[src/rtl/core/lpdf_pkg.sv]
// types and constants shared by the length prefix deframer
`default_nettype none

package lpdf_pkg;

    localparam int unsigned MAX_HDR_BYTES = 8;

    typedef enum logic [1:0] {
        PH_HEADER  = 2'd0,
        PH_PAYLOAD = 2'd1,
        PH_ERROR   = 2'd2
    } t_phase;

    typedef enum logic [1:0] {
        KIND_LENGTH   = 2'd0,
        KIND_PAYLOAD  = 2'd1,
        KIND_OVERSIZE = 2'd2,
        KIND_REJECT   = 2'd3
    } t_kind;

    typedef enum logic [1:0] {
        CFG_HEADER_BYTES = 2'd0,
        CFG_BIG_ENDIAN   = 2'd1,
        CFG_RX_CAPACITY  = 2'd2,
        CFG_DISCARD      = 2'd3
    } t_cfg_idx;

    typedef struct packed {
        t_phase      phase;
        logic [3:0]  hdr_cnt;
        logic [63:0] len_acc;
        logic [63:0] remaining;
    } t_state;

    typedef struct packed {
        logic [3:0]  header_bytes;
        logic        big_endian;
        logic [31:0] rx_capacity;
        logic        discard;
    } t_cfg;

    typedef struct packed {
        t_kind       kind;
        logic [7:0]  payload_byte;
        logic [63:0] message_length;
        logic        last;
    } t_result;

endpackage

`default_nettype wire

[src/rtl/core/lpdf_step.sv]
// per-item next state and result logic of the deframer
`default_nettype none

module lpdf_step (
    input  var lpdf_pkg::t_state  i_state,
    input  var lpdf_pkg::t_cfg    i_cfg,
    input  wire logic [7:0]       i_data_byte,
    output lpdf_pkg::t_state      o_state,
    output logic                  o_res_valid,
    output lpdf_pkg::t_result     o_res
);

    logic [3:0]  hdr_eff;
    logic [3:0]  cnt_inc;
    logic [63:0] acc_new;
    logic [63:0] rem_dec;
    logic        oversize;

    // header size clamped into 1..max
    always_comb begin
        if (i_cfg.header_bytes == 4'd0) begin
            hdr_eff = 4'd1;
        end else if (i_cfg.header_bytes > 4'(lpdf_pkg::MAX_HDR_BYTES)) begin
            hdr_eff = 4'(lpdf_pkg::MAX_HDR_BYTES);
        end else begin
            hdr_eff = i_cfg.header_bytes;
        end
    end

    assign cnt_inc = i_state.hdr_cnt + 4'd1;

    always_comb begin
        if (i_cfg.big_endian) begin
            acc_new = {i_state.len_acc[55:0], i_data_byte};
        end else begin
            acc_new = i_state.len_acc
                    | (64'(i_data_byte) << {i_state.hdr_cnt[2:0], 3'b000});
        end
    end

    assign rem_dec  = (i_state.remaining != 64'd0) ? i_state.remaining - 64'd1
                                                   : i_state.remaining;
    assign oversize = !i_cfg.discard
                    && ((acc_new[63:32] != 32'd0) || (acc_new[31:0] > i_cfg.rx_capacity));

    always_comb begin
        o_state     = i_state;
        o_res_valid = 1'b0;
        o_res       = '0;
        case (i_state.phase)
            lpdf_pkg::PH_ERROR: begin
                o_res_valid = 1'b1;
                o_res.kind  = lpdf_pkg::KIND_REJECT;
            end
            lpdf_pkg::PH_PAYLOAD: begin
                o_state.remaining = rem_dec;
                if (rem_dec == 64'd0) begin
                    o_state.phase = lpdf_pkg::PH_HEADER;
                end
                if (!i_cfg.discard) begin
                    o_res_valid        = 1'b1;
                    o_res.kind         = lpdf_pkg::KIND_PAYLOAD;
                    o_res.payload_byte = i_data_byte;
                    o_res.last         = (rem_dec == 64'd0);
                end
            end
            lpdf_pkg::PH_HEADER: begin
                o_state.len_acc = acc_new;
                o_state.hdr_cnt = cnt_inc;
                if (cnt_inc >= hdr_eff) begin
                    o_state.hdr_cnt      = 4'd0;
                    o_state.len_acc      = 64'd0;
                    o_res_valid          = 1'b1;
                    o_res.message_length = acc_new;
                    if (oversize) begin
                        o_state.phase     = lpdf_pkg::PH_ERROR;
                        o_state.remaining = 64'd0;
                        o_res.kind        = lpdf_pkg::KIND_OVERSIZE;
                    end else begin
                        o_state.remaining = acc_new;
                        o_state.phase     = (acc_new == 64'd0) ? lpdf_pkg::PH_HEADER
                                                               : lpdf_pkg::PH_PAYLOAD;
                        o_res.kind        = lpdf_pkg::KIND_LENGTH;
                        o_res.last        = (acc_new == 64'd0);
                    end
                end
            end
            default: begin
                o_state.phase = lpdf_pkg::PH_HEADER;
            end
        endcase
    end

endmodule

`default_nettype wire

[src/rtl/core/length_prefix_deframer.sv]
// top level of the length prefix deframer
//
// channel  direction  handshake                  payload
// input    in         i_in_valid / o_in_ready    i_data_byte
// output   out        o_out_valid / i_out_ready  o_kind, o_payload_byte,
//                                                o_message_length, o_last_of_message
// config   in         i_cfg_we (no wait)         i_cfg_idx, i_cfg_data
//
// one item per cycle sustained while the output is not stalled; each item is registered
// in the input register, and an item that gives a result then moves to the output register
// the 64-bit length shift and the 64-bit remaining-count decrement set the path
// synchronous active-low reset returns to header phase with default config
// a stalled output holds its item while the input register keeps its own
`default_nettype none

module length_prefix_deframer (
    input  wire logic        i_clk,
    input  wire logic        i_rst_n,
    input  wire logic        i_in_valid,
    output logic             o_in_ready,
    input  wire logic [7:0]  i_data_byte,
    output logic             o_out_valid,
    input  wire logic        i_out_ready,
    output logic [1:0]       o_kind,
    output logic [7:0]       o_payload_byte,
    output logic [63:0]      o_message_length,
    output logic             o_last_of_message,
    input  wire logic        i_cfg_we,
    input  wire logic [1:0]  i_cfg_idx,
    input  wire logic [31:0] i_cfg_data
);

    lpdf_pkg::t_cfg    r_cfg;
    lpdf_pkg::t_state  r_state;
    lpdf_pkg::t_state  n_state;
    lpdf_pkg::t_result n_out;
    lpdf_pkg::t_result r_out;
    logic              r_in_valid;
    logic [7:0]        r_in_byte;
    logic              r_out_valid;
    logic              res_valid;
    logic              out_free;
    logic              advance;

    lpdf_step u_step (
        .i_state     (r_state),
        .i_cfg       (r_cfg),
        .i_data_byte (r_in_byte),
        .o_state     (n_state),
        .o_res_valid (res_valid),
        .o_res       (n_out)
    );

    assign out_free   = !r_out_valid || i_out_ready;
    // item leaves the input register when it needs no output slot or one is free
    assign advance    = r_in_valid && (!res_valid || out_free);
    assign o_in_ready = !r_in_valid || advance;

    always_ff @(posedge i_clk) begin
        if (!i_rst_n) begin
            r_cfg.header_bytes <= 4'd1;
            r_cfg.big_endian   <= 1'b1;
            r_cfg.rx_capacity  <= 32'hFFFF_FFFF;
            r_cfg.discard      <= 1'b0;
        end else if (i_cfg_we) begin
            case (lpdf_pkg::t_cfg_idx'(i_cfg_idx))
                lpdf_pkg::CFG_HEADER_BYTES: r_cfg.header_bytes <= i_cfg_data[3:0];
                lpdf_pkg::CFG_BIG_ENDIAN:   r_cfg.big_endian   <= i_cfg_data[0];
                lpdf_pkg::CFG_RX_CAPACITY:  r_cfg.rx_capacity  <= i_cfg_data;
                lpdf_pkg::CFG_DISCARD:      r_cfg.discard      <= i_cfg_data[0];
                default: ;
            endcase
        end
    end

    always_ff @(posedge i_clk) begin
        if (!i_rst_n) begin
            r_state.phase     <= lpdf_pkg::PH_HEADER;
            r_state.hdr_cnt   <= 4'd0;
            r_state.len_acc   <= 64'd0;
            r_state.remaining <= 64'd0;
            r_in_valid        <= 1'b0;
            r_out_valid       <= 1'b0;
        end else begin
            if (advance) begin
                r_state <= n_state;
            end
            if (o_in_ready) begin
                r_in_valid <= i_in_valid;
            end
            if (advance && res_valid) begin
                r_out_valid <= 1'b1;
            end else if (i_out_ready) begin
                r_out_valid <= 1'b0;
            end
        end
    end

    always_ff @(posedge i_clk) begin
        if (o_in_ready && i_in_valid) begin
            r_in_byte <= i_data_byte;
        end
        if (advance && res_valid) begin
            r_out <= n_out;
        end
    end

    assign o_out_valid       = r_out_valid;
    assign o_kind            = r_out.kind;
    assign o_payload_byte    = r_out.payload_byte;
    assign o_message_length  = r_out.message_length;
    assign o_last_of_message = r_out.last;

`ifndef ASSERT_OFF
    a_error_sticky: assert property (@(posedge i_clk) disable iff (!i_rst_n)
        r_state.phase == lpdf_pkg::PH_ERROR |=> r_state.phase == lpdf_pkg::PH_ERROR)
        else $error("error phase left without reset");

    a_payload_count: assert property (@(posedge i_clk) disable iff (!i_rst_n)
        r_state.phase == lpdf_pkg::PH_PAYLOAD |-> r_state.remaining != 64'd0)
        else $error("payload phase with nothing remaining");

    a_hdr_cnt_range: assert property (@(posedge i_clk) disable iff (!i_rst_n)
        r_state.hdr_cnt < 4'(lpdf_pkg::MAX_HDR_BYTES))
        else $error("header count past maximum header size");

    a_reject_clean: assert property (@(posedge i_clk) disable iff (!i_rst_n)
        o_out_valid && o_kind == lpdf_pkg::KIND_REJECT
        |-> o_message_length == 64'd0 && o_payload_byte == 8'd0 && !o_last_of_message)
        else $error("rejected item carries data");
`endif

endmodule

`default_nettype wire

[config.mk]
export PLATFORM = sky130hd
export DESIGN_NAME = length_prefix_deframer
export DESIGN_NICKNAME = d
export VERILOG_FILES = /design/src/rtl/core/lpdf_pkg.sv /design/src/rtl/core/lpdf_step.sv /design/src/rtl/core/length_prefix_deframer.sv
export SDC_FILE = /design/constraint.sdc
export NUM_CORES = 1
export LEC_CHECK = 0
export ABC_AREA = 1
export ABC_CLOCK_PERIOD_IN_PS = 5690
export BUFFER_PORTS_ARGS = -buffer_cell sky130_fd_sc_hd__clkbuf_2
export CAP_MARGIN = 10
export CORE_MARGIN = 8
export CORE_UTILIZATION = 38
export DETAILED_ROUTE_END_ITERATION = 10
export GPL_TIMING_DRIVEN = 0
export PLACE_DENSITY = 0.62
export SLEW_MARGIN = 30
export SYNTH_ARGS = -nofsm -noshare
export SYNTH_HDL_FRONTEND = slang
export SYNTH_SLANG_ARGS = --single-unit
[constraint.sdc]
create_clock -name i_clk -period 5.69 [get_ports i_clk]
set_clock_uncertainty 0.15 [all_clocks]
set_input_delay 0.8535 -clock i_clk [delete_from_list [all_inputs] [get_ports i_clk]]
set_output_delay 0.8535 -clock i_clk [all_outputs]
set_load 0.02 [all_outputs]
==> results of run 1 <==
cells by family after synthesis:
group,Yosys count,synth area share
AO/OA/AOI/OAI,396,0.147
XOR/XNOR,20,0.0115
adder cells (fa/ha/maj),38,0.0312
buffers and inverters,308,0.0835
flip-flops,257,0.393
AND/OR/NAND/NOR,1194,0.334
layout make-up:
cell class,count,area share
repair buffers,123,0.0358
flip-flops and latches,257,0.340
multi-input cells,1648,0.454
inverters,188,0.0403
clock inverters,15,0.0126
plain buffers,120,0.0322
well taps,525,0.0373
clock buffers,40,0.0484
worst max-delay path by stage:
stage / end / slack [ps] / depth (start not counted)
final: o_in_ready / 1040 / 15
after global routing: r_state[18]$_SDFFE_PN0P_ / 730 / 22
after CTS: o_in_ready / 1120 / 15
after detailed placement: r_state[18]$_SDFFE_PN0P_ / 1230 / 22
after global placement: o_message_length[4]$_SDFFCE_PN0P_ / 180 / 16
after floorplan: o_kind[0]$_DFFE_PP_ / 1540 / 16
flip-flops by register name (all words and copies together), names as in the netlist:
register and count:
o_out_valid 1, r_cfg 38, r_in_valid 1, o_kind 2, o_message_length 64, o_payload_byte 8, r_in_byte 8, r_state 134
o_last_of_message 1
metrics by stage:
stage | cells | power, mW | utilization | hold WS, ps
6_report | 2916 | 5.93 | 0.444 | 302
5_1_grt | 2916 | 6.19 | 0.444 | 285
4_1_cts | 2916 | 5.94 | 0.444 | 279
3_5_place_dp | 2861 | 3.83 | 0.417 | 305
3_3_place_gp | 2860 | 3.82 | 0.416 | 300
2_1_floorplan | 2213 | 3.22 | - | 291
routing by layer:
| layer | part of all wire | routed length [um] | GRT usage |
|---|---|---|---|
| met2 | 0.48 | 29800 | 0.443 |
| met4 | 0.035 | 2210 | 0.0908 |
| met3 | 0.066 | 4150 | 0.0258 |
| met5 | 0 | 0 | 0 |
| met1 | 0.42 | 26500 | 0.334 |
report_power, final:
part | internal [mW] | switching (mW)
clock | 1.28 | 0.831
sequential | 2.03 | 0.114
combinational | 0.445 | 1.22
total | 3.76 | 2.17
Yosys cell counts, drive strengths merged (9+ instances only):
cell,n
a31o,19
clkbuf,69
ha,38
xnor2,11
inv,187
nand3b,29
buf,51
nor2,355
a31oi,71
or2,35
xor2,9
a21oi,122
o211ai,34
nand2,595
edfxtp,83
nand4,45
dfxtp,174
o21ai,146
nand3,121
nor3,13
critical path, delay by kind of cell, from the launching register on:
kind	cells	cell delay, ps
flip-flops	1	350
AND/OR/NAND/NOR	6	960
buffers and inverters	6	1200
XOR/XNOR	1	190
AO/OA/AOI/OAI	1	70
adder cells (fa/ha/maj)	1	310
==> results.tsv, run 1 <==
metric	value	unit
cp_max_fo	10	
drive_gt1_frac	0.130	
ys_warn_count	0	
cts_htree_levels	1	
yosysSeqAreaShare	0.393	
cts_buffers	30	
die_w	216	um
synth.area.top_cells	dfxtp_1 23%, edfxtp_1 16%, nand2_1 14%, nor2_1 8.4%, inv_1 4.4%	
outcome	finished clean	
dpl.hpwl	50.2	mm
n_fill_cell	4211	
synthCells	2213	
syn_nets	2298	
dp_slack	1230	ps
postPlaceCellArea	16500	sq um
critPathLaunchType	register	
min_period	4660	ps
grt_remaining_overflow	0	
drcViolationCount	0	
cts_max_path_buffers	3	
required	4690	ps
clockRootBuffer	clkbuf_16	
cts_tree	built	
r2r_end	r_state[18]$_SDFFE_PN0P_	
regArea	5980	sq um
ff2ff_path_depth	22	
yosys_most_used_dff	dfxtp_1	
slowest_stage	clkbuf_1	
vias_per_cell	5.46	
setup_tns	0	ps
grt_max_degree	46	
syn-cell-area	15200	sq um
final_nets	2453	
initial_core_util	0.384	
slew-limit-headroom	0.457	
final_cell_mix	581 x nand2_1, 339 x nor2_1, 176 x inv_1, 174 x dfxtp_1, 132 x o21ai_0	
power.static_leakage	7.58	nW
hold_path_class	in2reg	
fin_ws	1040	ps
die_area	46700	sq um
final_hold_viol_count	0	
grt_setup_unrepaired	no	
critPathMostFrequentCell	nand3_1	
gp_congestion	0.958	
netlist.area_leader.share	0.229	
core_region_area	39600	sq um
cap_violations	0	
synth-seq-cells	257	
grt_pass1_vias	15600	
cts.clk_slew.worst_paths	60	ps
syn_area_per_cell	6.88	sq um
cts_resized	0	
period_share	0.818	
drtPass1Iterations	7	
final_common_cell	nand2_1	
setup_viol	0	
ant_nets	0	
post_cts_buffers	0	
die_y	216	um
multiInputGateArea	7980	sq um
num_antenna_cells	0	
pin_count	124	
whs_endpoint	r_in_byte[0]$_DFFE_PP_	
grt.total_usage	0.258	
crit_start	r_state[130]$_SDFFE_PN0P_	
hold_path_depth	1	
clock_latency	580	ps
port_buffers	122	
postCtsHoldBufs	0	
arrival	3650	ps
r2r-start	r_state[130]$_SDFFE_PN0P_	
slowest_delay	450	ps
synth_cell_types	36	
dr_total_vias	15900	
syn2layout_area_growth	15.6	%
synth_top_cell_by_area	dfxtp_1	
cts_sinks	257	
wirelength	62.7	mm
grt_pass1_wl	93.7	mm
placementRows	73	
wl_per_cell	21.5	um
drt_iter0_drc	1515	
critPathKind	reg2out	
synthArstFlopShare	0	
tightest_slew	815	ps
final_cell_area	17600	sq um
synth-edff-count	83	
ir_drop	283	uV
fmax	215	MHz
maxSlewViolCount	0	
p_per_area	337	nW/um^2
antenna_found_initial	0	
crit_path_end_kind	output pin	
hp-start	i_data_byte[0]	
cp_cell_sequence	inv_2 > buf_2 > clkbuf_1 > nor2_1 > xnor2_1 > inv_1 > ha_1 > nand2_1 > inv_1 > o21ai_1 > nand3_1 > nand2_1 > nand3_1 > nand3_1 > clkbuf_2	
worst-r2r-setup-slack	1040	ps
Note: power is estimated with default switching activity, not from simulation.
==> run 2: changes to the inputs <==
Settings changed: ABC_CLOCK_PERIOD_IN_PS 5690 to 4800.
Clock period 5.69 ns to 4.8 ns, I/O delays scaled along.
==> results.tsv, run 2 (synthesized netlist as in run 1, its figures left out) <==
metric	value	unit	change
clock_latency	580	ps	about the same
maxSlewViolCount	0		unchanged
setup_viol	0		unchanged
dr_total_vias	15900		+0.025%
cap_violations	0		unchanged
num_antenna_cells	0		unchanged
final_hold_viol_count	0		unchanged
die_y	216	um	unchanged
clockPowerShare	0.356		about the same
crit_path_end_kind	register		
path_depth	21		+6
dpl.hpwl	50.2	mm	unchanged
cp_top_family	buffers and inverters		
regMostFlops	r_state		
endpoint	o_last_of_message$_DFFE_PP_		
core_region_area	39600	sq um	unchanged
wirelength	62.6	mm	about the same
n_fill_cell	4210		-0.024%
cp_cell_sequence	inv_2 > buf_2 > clkbuf_1 > nand4_1 > a31oi_1 > ha_1 > nand2_1 > nor2_1 > nor3b_1 > o21ai_0 > nand2_1 > nand2_1 > nand2_1 > nand2_1 > nand2_1 > nand2_1 > nand2_2 > buf_6 > buf_6 > nand3b_1 > nand2_1		
cell_internal_pwr	4.45	mW	+19%
slowest_delay	550	ps	+100 ps
switching_power	2.58	mW	+19%
crit_start	r_state[130]$_SDFFE_PN0P_		
drcViolationCount	0		unchanged
final_common_cell	nand2_1		
slowest_stage	a31oi_1		
postPlaceCellArea	16500	sq um	unchanged
min_period	4320	ps	
placementRows	73		unchanged
drtPass1Iterations	7		unchanged
grt_max_degree	46		unchanged
largest_reg_flops	134		unchanged
outcome	finished clean		
ff2ff_path_depth	21		-4.5%
tightest_slew	815	ps	+0.297 ps
die_area	46700	sq um	unchanged
whs	168	ps	-134 ps
pwr-share-seq	0.362		about the same
r2r-start	r_state[130]$_SDFFE_PN0P_		
syn2layout_area_growth	15.5	%	about the same
ant_nets	0		unchanged
drt_iter0_drc	1533		+1.2%
cts_max_path_buffers	3		unchanged
grt_pass1_vias	15600		unchanged
antenna_found_initial	0		unchanged
final_nets	2452		-0.041%
swShare	0.366		+0.000411
postCtsHoldBufs	0		unchanged
wl_per_cell	21.5	um	about the same
cts.clk_slew.worst_paths	60	ps	about the same
arrival	4590	ps	+940 ps
grt_remaining_overflow	0		unchanged
dp_slack	336	ps	-890 ps
cts_buffers	30		unchanged
ir_drop	333	uV	+18%
drive_gt1_frac	0.131		about the same
die_w	216	um	unchanged
cp_max_fo	19		+9
pin_count	124		unchanged
hold_path_class	in2reg		
power.static_leakage	7.58	nW	about the same
critPathKind	reg2reg		
worst-r2r-setup-slack	480	ps	-550 ps
cts_tree	built		
required	5070	ps	+380 ps
critPathLaunchType	register		
r2r_end	o_last_of_message$_DFFE_PP_		
cts_sinks	257		unchanged
cts_htree_levels	1		unchanged
final_cell_mix	581 x nand2_1, 339 x nor2_1, 176 x inv_1, 174 x dfxtp_1, 132 x o21ai_0		
slew-limit-headroom	0.451		-0.00594
port_buffers	122		unchanged
critPathMostFrequentCell	nand2_1		
grt_pass1_wl	93.7	mm	unchanged
grt.total_usage	0.258		unchanged
combPwrFrac	0.282		about the same
path_buf_inv	5		-1
cts_resized	0		unchanged
post_cts_buffers	0		unchanged
fmax	232	MHz	
fin_ws	482	ps	-553 ps
gp_congestion	0.958		unchanged
fin_util	0.444		about the same
power.total	7.03	mW	+19%
period_share	0.900		
clockRootBuffer	clkbuf_16		
final_cell_area	17600	sq um	about the same
p_per_area	400	nW/um^2	+19%
initial_core_util	0.384		unchanged
grt_setup_unrepaired	no		
vias_per_cell	5.46		about the same
## run 2: changes by cell type in the layout (fill, tap and decap cells not counted), sizes merged
cell,delta
clkbuf,-1
## run 2: cell type report
type	instances	area (sq um)	area share
buffer	119	563	0.0320
clock buffer	40	851	0.0484
clock inverter	15	221	0.0126
inverter	188	708	0.0403
multi-input combinational	1648	7980	0.454
sequential	257	5980	0.340
tap	525	657	0.0373
timing repair buffer	123	631	0.0359
## run 2: worst min-delay path by stage
stage / start / to / slack, ps / cells after the start
after detailed placement: r_state[123]$_SDFFE_PN0P_ / r_state[123]$_SDFFE_PN0P_ / 300 / 2
after floorplan: r_state[120]$_SDFFE_PN0P_ / r_state[120]$_SDFFE_PN0P_ / 290 / 2
final: i_data_byte[0] / r_in_byte[0]$_DFFE_PP_ / 170 / 1
after global routing: i_data_byte[4] / r_in_byte[4]$_DFFE_PP_ / 150 / 1
after global placement: r_state[122]$_SDFFE_PN0P_ / r_state[122]$_SDFFE_PN0P_ / 300 / 2
after CTS: i_data_byte[0] / r_in_byte[0]$_DFFE_PP_ / 150 / 1
## run 2: metal layers
layer / vias up / part of all wire / GRT usage / routed length [um]
met3: 116 / 0.064 / 0.0258 / 3990
met1: 7515 / 0.43 / 0.334 / 26700
met4: 0 / 0.035 / 0.0908 / 2180
li1: 7637 / - / - / -
met5: - / 0 / 0 / 0
met2: 658 / 0.48 / 0.443 / 29800
## run 2: metrics by stage
stage | std cells | setup TNS [ps]
floorplan | 2213 | 0
detailed placement | 2861 | 0
finish | 2915 | 0
global route | 2915 | 0
CTS | 2916 | 0
global placement | 2860 | -53020
## run 2: power by group through the flow
stage	sequential (mW)	clock (mW)	combinational, mW
2_1_floorplan	2.61	0	1.21
3_3_place_gp	2.59	0	1.94
3_5_place_dp	2.59	0	1.95
4_1_cts	2.54	2.54	1.96
5_1_grt	2.56	2.62	2.16
6_report	2.55	2.50	1.98
